[src/rtl/acbd_pkg.sv]
// acbd_pkg: shared types, constants and the distance-to-level function for the
// ambient class box distance level block. No dependencies.
`timescale 1ns / 1ps

package acbd_pkg;

  localparam int NumClasses = 4;
  localparam int CoordW     = 18;
  localparam int InCoordW   = 17;
  localparam int ClassW     = 2;
  localparam int DistW      = 16;
  localparam int LevelW     = 8;
  localparam int OutFields  = 4;
  localparam int GapW       = CoordW + 1;

  localparam int FarDist   = 65535;
  localparam int NearLimit = 100;
  localparam int FadeSpan  = 500;
  localparam int FullLevel = 255;

  // floor(n * 255 / 500) == (n * FadeMul) >> FadeShift for n <= 400
  localparam int FadeShift = 16;
  localparam int FadeMul   = 33424;
  localparam int SpanW     = 9;
  localparam int ProdW     = SpanW + FadeShift;

  typedef enum logic [1:0] {
    OP_LEAF_MIN = 2'd0,
    OP_LEAF_MAX = 2'd1,
    OP_VERTEX   = 2'd2,
    OP_FINISH   = 2'd3
  } op_e;

  typedef logic signed [CoordW-1:0] coord_t;
  typedef logic signed [GapW-1:0]   gap_t;
  typedef logic [DistW-1:0]         dist_t;
  typedef logic [LevelW-1:0]        level_t;

  typedef struct packed {
    logic              valid;
    logic [ClassW-1:0] cls;
    dist_t             distance;
  } close_t;

  function automatic level_t level_of(dist_t d);
    logic [SpanW-1:0] span;
    logic [ProdW-1:0] prod;
    level_t           lvl;
    span = '0;
    prod = '0;
    if (d < DistW'(NearLimit)) begin
      lvl = LevelW'(FullLevel);
    end else if (d >= DistW'(FadeSpan)) begin
      lvl = '0;
    end else begin
      span = SpanW'(DistW'(FadeSpan) - d);
      prod = ProdW'(span) * ProdW'(FadeMul);
      lvl  = prod[FadeShift +: LevelW];
    end
    return lvl;
  endfunction

endpackage

[src/rtl/ambient_class_box_distance_level.sv]
// ambient_class_box_distance_level: top level with input register, per-class
// nearest distances and the level output register. Depends on acbd_pkg, acbd_box.
`timescale 1ns / 1ps

// One item per clock while the input is not stalled. A transfer lands in the
// input register, and from there its update runs through the box logic into
// the state registers. A finish item writes the levels of the four class
// distances into the output register. Input stall rises only when a finish
// waits in the input register while a previous result is still held with
// out_stall_i high. Corner, vertex and finish items otherwise flow at full
// rate. After reset the leaf corners are zero, the surface box is empty and
// all class distances read 65535 (level 0).
module ambient_class_box_distance_level (
  input  logic                            clk_i,
  input  logic                            rst_ni,
  input  logic                            in_valid_i,
  output logic                            in_stall_o,
  input  logic [1:0]                      opcode_i,
  input  logic signed [16:0]              coord_x_i,
  input  logic signed [16:0]              coord_y_i,
  input  logic signed [16:0]              coord_z_i,
  input  logic [acbd_pkg::ClassW-1:0]     ambient_class_i,
  input  logic                            last_vertex_i,
  output logic                            out_valid_o,
  input  logic                            out_stall_i,
  output acbd_pkg::level_t                level_sky_o,
  output acbd_pkg::level_t                level_water_o,
  output acbd_pkg::level_t                level_slime_o,
  output acbd_pkg::level_t                level_lava_o
);
  import acbd_pkg::*;

  logic              v0_q;
  op_e               op0_q;
  coord_t            coord0_q [3];
  logic [ClassW-1:0] cls0_q;
  logic              last0_q;

  dist_t  nearest_q [NumClasses];
  dist_t  nearest_d [NumClasses];
  logic   out_valid_q;
  level_t lvl_q [OutFields];
  level_t lvl_d [OutFields];

  logic   accept;
  logic   out_free;
  logic   adv;
  logic   adv_finish;
  close_t close;

  assign out_free   = !out_valid_q || !out_stall_i;
  assign adv        = v0_q && ((op0_q != OP_FINISH) || out_free);
  assign adv_finish = adv && (op0_q == OP_FINISH);
  assign in_stall_o = v0_q && !adv;
  assign accept     = in_valid_i && !in_stall_o;

  always_ff @(posedge clk_i or negedge rst_ni) begin
    if (!rst_ni) begin
      v0_q <= 1'b0;
    end else if (accept) begin
      v0_q <= 1'b1;
    end else if (adv) begin
      v0_q <= 1'b0;
    end
  end

  always_ff @(posedge clk_i) begin
    if (accept) begin
      op0_q       <= op_e'(opcode_i);
      coord0_q[0] <= CoordW'(coord_x_i);
      coord0_q[1] <= CoordW'(coord_y_i);
      coord0_q[2] <= CoordW'(coord_z_i);
      cls0_q      <= ambient_class_i;
      last0_q     <= last_vertex_i;
    end
  end

  acbd_box u_box (
    .clk_i   (clk_i),
    .rst_ni  (rst_ni),
    .step_i  (adv),
    .op_i    (op0_q),
    .coord_i (coord0_q),
    .class_i (cls0_q),
    .last_i  (last0_q),
    .close_o (close)
  );

  always_comb begin
    for (int c = 0; c < NumClasses; c++) begin
      nearest_d[c] = nearest_q[c];
      if (adv && (op0_q == OP_LEAF_MIN)) begin
        nearest_d[c] = DistW'(FarDist);
      end else if (close.valid && (close.cls == ClassW'(c)) &&
                   (close.distance < nearest_q[c])) begin
        nearest_d[c] = close.distance;
      end
    end
  end

  always_ff @(posedge clk_i or negedge rst_ni) begin
    if (!rst_ni) begin
      for (int c = 0; c < NumClasses; c++) begin
        nearest_q[c] <= DistW'(FarDist);
      end
    end else begin
      for (int c = 0; c < NumClasses; c++) begin
        nearest_q[c] <= nearest_d[c];
      end
    end
  end

  always_comb begin
    for (int i = 0; i < OutFields; i++) begin
      lvl_d[i] = '0;
      if (i < NumClasses) begin
        lvl_d[i] = level_of(nearest_q[ClassW'(i)]);
      end
    end
  end

  always_ff @(posedge clk_i or negedge rst_ni) begin
    if (!rst_ni) begin
      out_valid_q <= 1'b0;
    end else if (adv_finish) begin
      out_valid_q <= 1'b1;
    end else if (!out_stall_i) begin
      out_valid_q <= 1'b0;
    end
  end

  always_ff @(posedge clk_i) begin
    if (adv_finish) begin
      for (int i = 0; i < OutFields; i++) begin
        lvl_q[i] <= lvl_d[i];
      end
    end
  end

  assign out_valid_o   = out_valid_q;
  assign level_sky_o   = lvl_q[0];
  assign level_water_o = lvl_q[1];
  assign level_slime_o = lvl_q[2];
  assign level_lava_o  = lvl_q[3];

  // finish never overwrites a result that is still held
  a_no_overwrite: assert property (@(posedge clk_i) disable iff (!rst_ni)
    adv_finish |-> !(out_valid_q && out_stall_i))
    else $error("finish advanced over a held result");

  // stall only with an item waiting
  a_stall_has_item: assert property (@(posedge clk_i) disable iff (!rst_ni)
    in_stall_o |-> v0_q)
    else $error("input stalled with empty input register");

  // a new result only follows a finish
  a_result_source: assert property (@(posedge clk_i) disable iff (!rst_ni)
    $rose(out_valid_q) |-> $past(adv_finish))
    else $error("result appeared without a finish");

  // leaf min corner clears the class distances; checked on class 0
  a_leaf_clear: assert property (@(posedge clk_i) disable iff (!rst_ni)
    (adv && (op0_q == OP_LEAF_MIN)) |=> (nearest_q[0] == DistW'(FarDist)))
    else $error("class distance not cleared on leaf start");

endmodule

[src/rtl/acbd_box.sv]
// acbd_box: leaf box corners and the running surface box; reports the clamped
// box gap when a surface closes. Depends on acbd_pkg.
`timescale 1ns / 1ps

module acbd_box (
  input  logic                          clk_i,
  input  logic                          rst_ni,
  input  logic                          step_i,
  input  acbd_pkg::op_e                 op_i,
  input  acbd_pkg::coord_t              coord_i [3],
  input  logic [acbd_pkg::ClassW-1:0]   class_i,
  input  logic                          last_i,
  output acbd_pkg::close_t              close_o
);
  import acbd_pkg::*;

  localparam coord_t SurfLoInit = coord_t'(FarDist);
  localparam coord_t SurfHiInit = coord_t'(-FarDist);

  coord_t leaf_lo_q [3];
  coord_t leaf_hi_q [3];
  coord_t surf_lo_q [3];
  coord_t surf_hi_q [3];
  coord_t surf_lo_d [3];
  coord_t surf_hi_d [3];
  coord_t lo_new    [3];
  coord_t hi_new    [3];
  gap_t   gap       [3];
  gap_t   far;
  logic   closing;

  assign closing = step_i && (op_i == OP_VERTEX) && last_i;

  always_comb begin
    far = '0;
    for (int a = 0; a < 3; a++) begin
      lo_new[a] = (coord_i[a] < surf_lo_q[a]) ? coord_i[a] : surf_lo_q[a];
      hi_new[a] = (coord_i[a] > surf_hi_q[a]) ? coord_i[a] : surf_hi_q[a];
      if (lo_new[a] > leaf_hi_q[a]) begin
        gap[a] = GapW'(lo_new[a]) - GapW'(leaf_hi_q[a]);
      end else if (hi_new[a] < leaf_lo_q[a]) begin
        gap[a] = GapW'(leaf_lo_q[a]) - GapW'(hi_new[a]);
      end else begin
        gap[a] = '0;
      end
      if (gap[a] > far) begin
        far = gap[a];
      end
    end
  end

  always_comb begin
    close_o.valid    = closing;
    close_o.cls      = class_i;
    close_o.distance = (far > GapW'(FarDist)) ? DistW'(FarDist) : far[DistW-1:0];
  end

  always_comb begin
    for (int a = 0; a < 3; a++) begin
      surf_lo_d[a] = surf_lo_q[a];
      surf_hi_d[a] = surf_hi_q[a];
      if (step_i && (op_i == OP_VERTEX)) begin
        surf_lo_d[a] = last_i ? SurfLoInit : lo_new[a];
        surf_hi_d[a] = last_i ? SurfHiInit : hi_new[a];
      end
    end
  end

  always_ff @(posedge clk_i or negedge rst_ni) begin
    if (!rst_ni) begin
      for (int a = 0; a < 3; a++) begin
        leaf_lo_q[a] <= '0;
        leaf_hi_q[a] <= '0;
        surf_lo_q[a] <= SurfLoInit;
        surf_hi_q[a] <= SurfHiInit;
      end
    end else begin
      for (int a = 0; a < 3; a++) begin
        surf_lo_q[a] <= surf_lo_d[a];
        surf_hi_q[a] <= surf_hi_d[a];
        if (step_i && (op_i == OP_LEAF_MIN)) begin
          leaf_lo_q[a] <= coord_i[a];
        end
        if (step_i && (op_i == OP_LEAF_MAX)) begin
          leaf_hi_q[a] <= coord_i[a];
        end
      end
    end
  end

endmodule
[config.mk]
export PLATFORM = sky130hd
export DESIGN_NAME = ambient_class_box_distance_level
export DESIGN_NICKNAME = d
export VERILOG_FILES = /design/src/rtl/acbd_pkg.sv /design/src/rtl/ambient_class_box_distance_level.sv /design/src/rtl/acbd_box.sv
export SDC_FILE = /design/constraint.sdc
export NUM_CORES = 1
export LEC_CHECK = 0
export ABC_AREA = 1
export ABC_CLOCK_PERIOD_IN_PS = 20900
export BUFFER_PORTS_ARGS = -buffer_cell sky130_fd_sc_hd__buf_2
export CAP_MARGIN = 20
export CORE_ASPECT_RATIO = 2
export CORE_UTILIZATION = 25
export CTS_CLUSTER_DIAMETER = 60
export DETAILED_ROUTE_END_ITERATION = 16
export PLACE_DENSITY = 0.41
export SYNTH_ARGS = -nofsm -noshare
export SYNTH_HDL_FRONTEND = slang
export SYNTH_SLANG_ARGS = --single-unit
[constraint.sdc]
create_clock -name clk_i -period 20.9 [get_ports clk_i]
set_input_delay 1.045 -clock clk_i [delete_from_list [all_inputs] [get_ports clk_i]]
set_output_delay 1.045 -clock clk_i [all_outputs]
set_load 0.02 [all_outputs]
---- Word-level counts from Yosys, hierarchy flattened ----
Memory sizes are Yosys's and may differ from the RTL's.
Index checks and enable logic that the tools add are counted.
W data, S select, Z words.
storage, ports and cells
  flip-flop bits (word level) ............. 300
  RAM bits ................................ 32
  input port bits ......................... 60
  logic and storage cells ................. 120
  memories kept ........................... 1
memories
  name   depth  bits a word  read ports  clocked after Yosys merged registers in  write ports  RTL line                                RTL
  lvl_q  4      8            4           0                                        4            ambient_class_box_distance_level.sv:42  level_t lvl_q [OutFields];
operators by class
  $add $sub $neg .......................... 8
  $mul .................................... 2
  order comparisons ....................... 22
  equal/unequal tests ..................... 6
  muxes and demuxes ....................... 36
  reductions and logical operators ........ 23
operators by type and width
  operator                 count
  $mux W18                 12
  $mux W19                 9
  $mux W16                 5
  $sub A17 B18 Y19         3
  $sub A18 B17 Y19         3
  $gt A17 B18 Y1           3
  $gt A18 B17 Y1           3
  $lt A17 B18 Y1           3
  $lt A18 B17 Y1           3
  $mul A9 B12 Y20 const B  2
  $gt A19 B19 Y1           2
  $ge A16 B9 Y1 const B    2
  $lt A16 B16 Y1           2
  $lt A16 B7 Y1 const B    2
  $mux W8                  4
  $gt A19 B1 Y1 const B    1
  $gt A19 B17 Y1 const B   1
  $sub A9 B9 Y9 const A    2
  $logic_and A1 B1 Y1      12
  $mux W1                  6
  $reduce_bool A2 Y1       3
  $eq A2 B1 Y1 const B     2
  $eq A2 B2 Y1 const B     2
  $logic_not A1 Y1         4
  4 further kinds          6

---- Depth between registers and ports, before layout ----
  depth after elaboration ................. 17
  gate-level depth with buffers ........... 80
  gate-level depth less buffers ........... 77

---- Hierarchy ----
A second synthesis with hierarchy kept.
second synthesis, totals
  cell total of the unflattened synthesis .. 3,707
  area, all modules ....................... 27,273.7 µm²
modules (own cells, without submodules)
  module                            instances  cells an instance  area an instance (µm²)
  acbd_box                          1          2,936              20,181.9
  ambient_class_box_distance_level  1          771                7,091.8

---- Least setup slack after synthesis ----
OpenSTA, ideal clock, no wires.
  kind .................................... register to register
  from .................................... reg u_box.surf_lo_q[41] in the netlist's numbering
  to ...................................... reg nearest_q[53] in the netlist's numbering
  library setup time ...................... 61 ps
  arrival time ............................ 9,294 ps
  setup slack ............................. 11,545 ps
  cell stages (with the launch flop) ...... 72
  path buffers ............................ 5
  clock period less this slack ............ 9,355 ps
  cell sequence ........................... dfstp_2 inv_1 ha_1 nand2_1 o311ai_0 a21oi_1 o21ai_0 a41oi_1 o211ai_1 a21oi_1 a21oi_1 clkbuf_1 nand2_1 o21ai_0 inv_1 ha_1 nand2_2 inv_2 [36 not listed] nand2_1 nand3_1 xor2_1 and2_1 nor2_1 nand3_2 nand3_4 clkbuf_1 nand2_1 ha_1 a2111oi_0 o2111ai_1 a21oi_1 nand2_4 nand2_4 buf_6 nand2_1 nand2_1
on the way
  word-level cells in the longest chain between the ends .. 15
  elaborated cells on any way between the ends .. 18
ends and longest elaborated chain
  item                                                RTL line                                 RTL
  start: declaration                                  acbd_box.sv:22                           coord_t surf_lo_q [3];
  start signal: indexed assignment                    acbd_box.sv:74                           surf_lo_q[a] <= SurfLoInit;
  start signal: indexed assignment                    acbd_box.sv:79                           surf_lo_q[a] <= surf_lo_d[a];
  $lt A17 B18 Y1                                      acbd_box.sv:37                           lo_new[a] = (coord_i[a] < surf_lo_q[a]) ? coord_i[a] : surf_lo_q[a];
  $mux W18 *                                          acbd_box.sv:37
  $sub A18 B17 Y19 or $gt A18 B17 Y1 (tied branches)  acbd_box.sv:40, acbd_box.sv:39
  $mux W19 *                                          acbd_box.sv:39                           if (lo_new[a] > leaf_hi_q[a]) begin
  $gt A19 B1 Y1                                       acbd_box.sv:46                           if (gap[a] > far) begin
  $mux W19 *                                          acbd_box.sv:46
  $gt A19 B19 Y1                                      acbd_box.sv:46
  $mux W19 *                                          acbd_box.sv:46
  $gt A19 B19 Y1                                      acbd_box.sv:46
  $mux W19 *                                          acbd_box.sv:46
  $gt A19 B17 Y1                                      acbd_box.sv:55                           close_o.distance = (far > GapW'(FarDist)) ? DistW'(FarDist) : far[DistW-1:0];
  $mux W16 *                                          acbd_box.sv:55
  $lt A16 B16 Y1                                      ambient_class_box_distance_level.sv:95   (close.distance < nearest_q[c])) begin
  $logic_and A1 B1 Y1                                 ambient_class_box_distance_level.sv:94   end else if (close.valid && (close.cls == ClassW'(c)) &&
  $reduce_bool A2 Y1 (no source line)                 --
  end signal: indexed assignment                      ambient_class_box_distance_level.sv:104  nearest_q[c] <= DistW'(FarDist);
  end signal: indexed assignment                      ambient_class_box_distance_level.sv:108  nearest_q[c] <= nearest_d[c];
  end: declaration                                    ambient_class_box_distance_level.sv:39   dist_t nearest_q [NumClasses];
Mark *: on every way between the ends. The rest lies on a longest branch, timed or not. The select of a mux whose other input is x is not followed.
A chain may end at the register's enable or synchronous reset.

---- Worst setup path in the final report ----
  from .................................... reg u_box.surf_lo_q[41] in the netlist's numbering
  to ...................................... reg nearest_q[49] in the netlist's numbering
The elaborated chain is that of the path after synthesis.

==> flow_summary.toml <==
[synthesis]
ys_types = 58
syn_area_per_cell_sq_um = 7.53
syn_inst = 3456
synth-edff-count = 72
syn-cell-area_sq_um = 26000
synth_seq_cells = 316
yosysSeqAreaShare = 0.322
yosys_warnings = 0
ys.flop_type = "dfrtp_1"
ys_async_sr_fraction = 0.772

[clocking]
clk_pin_slew_ns = 0.06
htreeDepth = 2
post_cts_buffers = 0
cts_resized = 0
cts_root_buffer = "clkbuf_16"
cts_tree = "built"
cts.sinks = 316
cts_hold_buf = 0
clock_latency_ns = 0.62
cts_buffers = 40
cts_max_path_buffers = 3

[worst_setup_path]
rr_worst_depth = 66
worstPathRequired_ns = 21.43
regToRegSetupSlack_ns = 8.81
worstPathMaxFanout = 35
path_class = "reg -> reg"
r2r-start = "u_box.surf_lo_q[41]"
timing.rr.end = "nearest_q[49]"
crit_arrival_ns = 12.62
end_kind = "flip-flop"
crit_top_cell = "nand2_1"
startpoint_type = "flip-flop"
cp_slowest_cell = "o21ai_0"
critical_path.max_stage_delay_ns = 0.60

[timing]
final.setup.tns_ns = 0
slew-limit-headroom = 0.340
min_period_ns = 12.09
clock_skew_ns = 0.0334
finalCritPeriodShare = 0.578
rsz0062_at_grt = "false"
worst_slew_pin_slew_ns = 0.990
hold_viol_final = 0
slew_violations = 0
setup_viol = 0
timing.fmax_mhz = 82.7

[status]
outcome = "finished, final reports clean"

[cells_and_area]
drive_above_1_share = 0.0863
syn_to_final_growth_pct = 12.4
fin_cells = 4888
final_common_cell = "nand2_1"
final_cell_mix = "nand2_1 (819), inv_1 (575), ha_1 (352)"
nets = 3931

[floorplanning]
start_util = 0.251
row_count = 167
dieArea_sq_um = 105000
die_h_microns = 458
pin_count = 94
core_sq_um = 103000
die_w_microns = 230

[route]
via_per_inst = 4.64
avgRoutedWirePerCell_microns = 18.7
drcViolationCount = 0
vias = 22700
finalWirelength_microns = 91500
antenna_left = 0
drt-initial-drc-count = 1012
dr.pass1.iters = 7

[global_route]
grt_max_degree = 91
grt_first_pass_wirelength_microns = 139000
grt_pass1_vias = 23500
antenna_found_initial = 1
grt.overflow.total = 0
grt_use_total = 0.175

[placement]
place_inst = 4812
io_buffers = 77
place_congestion = 0.920
dpl.hpwl_microns = 73400

[worst_hold_path]
hold_class = "in -> async"

[job]
maxCapViolCount = 0
==> synthesized netlist by cell type, drive strengths merged (11+ instances only) <==
| cell type | count | area (sq um) |
|---|---|---|
| o211ai | 12 | 90.1 |
| edfxtp | 72 | 2160 |
| nor2 | 149 | 574 |
| dfrtp | 155 | 3880 |
| nand2 | 836 | 3200 |
| nor3 | 23 | 115 |
| a21oi | 193 | 1000 |
| o22ai | 124 | 776 |
| nand3b | 11 | 82.6 |
| dfstp | 89 | 2340 |
| fa | 16 | 320 |
| clkbuf | 76 | 285 |
| nand4 | 46 | 294 |
| ha | 352 | 4400 |
| inv | 584 | 2190 |
| xnor2 | 48 | 420 |
| nor4 | 16 | 100 |
| nand3 | 156 | 803 |
| buf | 28 | 201 |
| o21ai | 340 | 1720 |
| xor2 | 50 | 438 |
==> worst max-delay path, delay by kind of cell, from the launching register on <==
family | cells | cell delay [ns]
DFF | 1 | 0.53
buffers and inverters | 8 | 1.54
xor gates and xnor gates | 1 | 0.14
and+or+nand+nor | 34 | 3.84
AOI/OAI and AO/OA | 18 | 4.16
adders and majority gates | 5 | 1.76
==> logic make-up after synthesis <==
family / count (synthesis) / synth area share
AND/OR/NAND/NOR: 1245 / 0.201
buffers and inverters: 688 / 0.103
AO/OA/AOI/OAI: 739 / 0.159
flip-flops: 316 / 0.322
XOR/XNOR: 98 / 0.0330
adder cells (fa/ha/maj): 368 / 0.182
other: 2 / 0.000289
==> worst max-delay path by stage <==
| stage | startpoint | to | slack, ns | cells past startpoint |
|---|---|---|---|---|
| after floorplan | u_box.surf_lo_q[41] | nearest_q[53] | 11.54 | 71 |
| after global placement | coord0_q[19] | nearest_q[38] | 8.59 | 59 |
| after detailed placement | u_box.surf_lo_q[41] | nearest_q[52] | 8.82 | 64 |
| after CTS | u_box.surf_lo_q[41] | nearest_q[52] | 8.74 | 65 |
| after global routing | u_box.surf_lo_q[41] | nearest_q[59] | 7.62 | 68 |
| final | u_box.surf_lo_q[41] | nearest_q[49] | 8.81 | 66 |
==> registers in the layout (all words and copies together) (netlist names) <==
| register | cells |
|---|---|
| cls0_q | 2 |
| coord0_q | 51 |
| last0_q | 1 |
| lvl_q | 16 |
| nearest_q | 32 |
| op0_q | 2 |
| out_valid_o | 1 |
| u_box.leaf_hi_q | 51 |
| u_box.leaf_lo_q | 51 |
| u_box.surf_hi_q | 54 |
| u_box.surf_lo_q | 54 |
| v0_q | 1 |
==> per-stage QoR <==
stage           util  hold slack [ns]  setup WS, ns  area [sq um]
2_1_floorplan      -            0.453         11.54         26100
3_5_place_dp   0.269            0.473          8.82         27900
6_report       0.283            0.449          8.81         29200
3_3_place_gp   0.269            0.466          8.59         27800
5_1_grt        0.283            0.495          7.62         29200
4_1_cts        0.282            0.489          8.74         29200
==> metal layers <==
layer	global-route usage	part of all wire	vias to the layer above
met3	0.0147	0.020	175
met4	0.102	0.062	0
met1	0.158	0.34	10600
met5	0	0	-
li1	-	-	11600
met2	0.364	0.58	348
==> area by class of cell <==
| cell class | instances | area, sq um |
|---|---|---|
| multi-input combinational | 2467 | 15100 |
| timing repair buffer | 94 | 541 |
| tap | 1352 | 1690 |
| fill | 11400 | 74200 |
| inverter | 584 | 2190 |
| clock inverter | 20 | 189 |
| antenna | 1 | 2.50 |
| sequential | 316 | 8380 |
| clock buffer | 54 | 1170 |
Power is not shown: default switching activity piles up to over one toggle a cycle in this logic, so the estimate is an artifact.
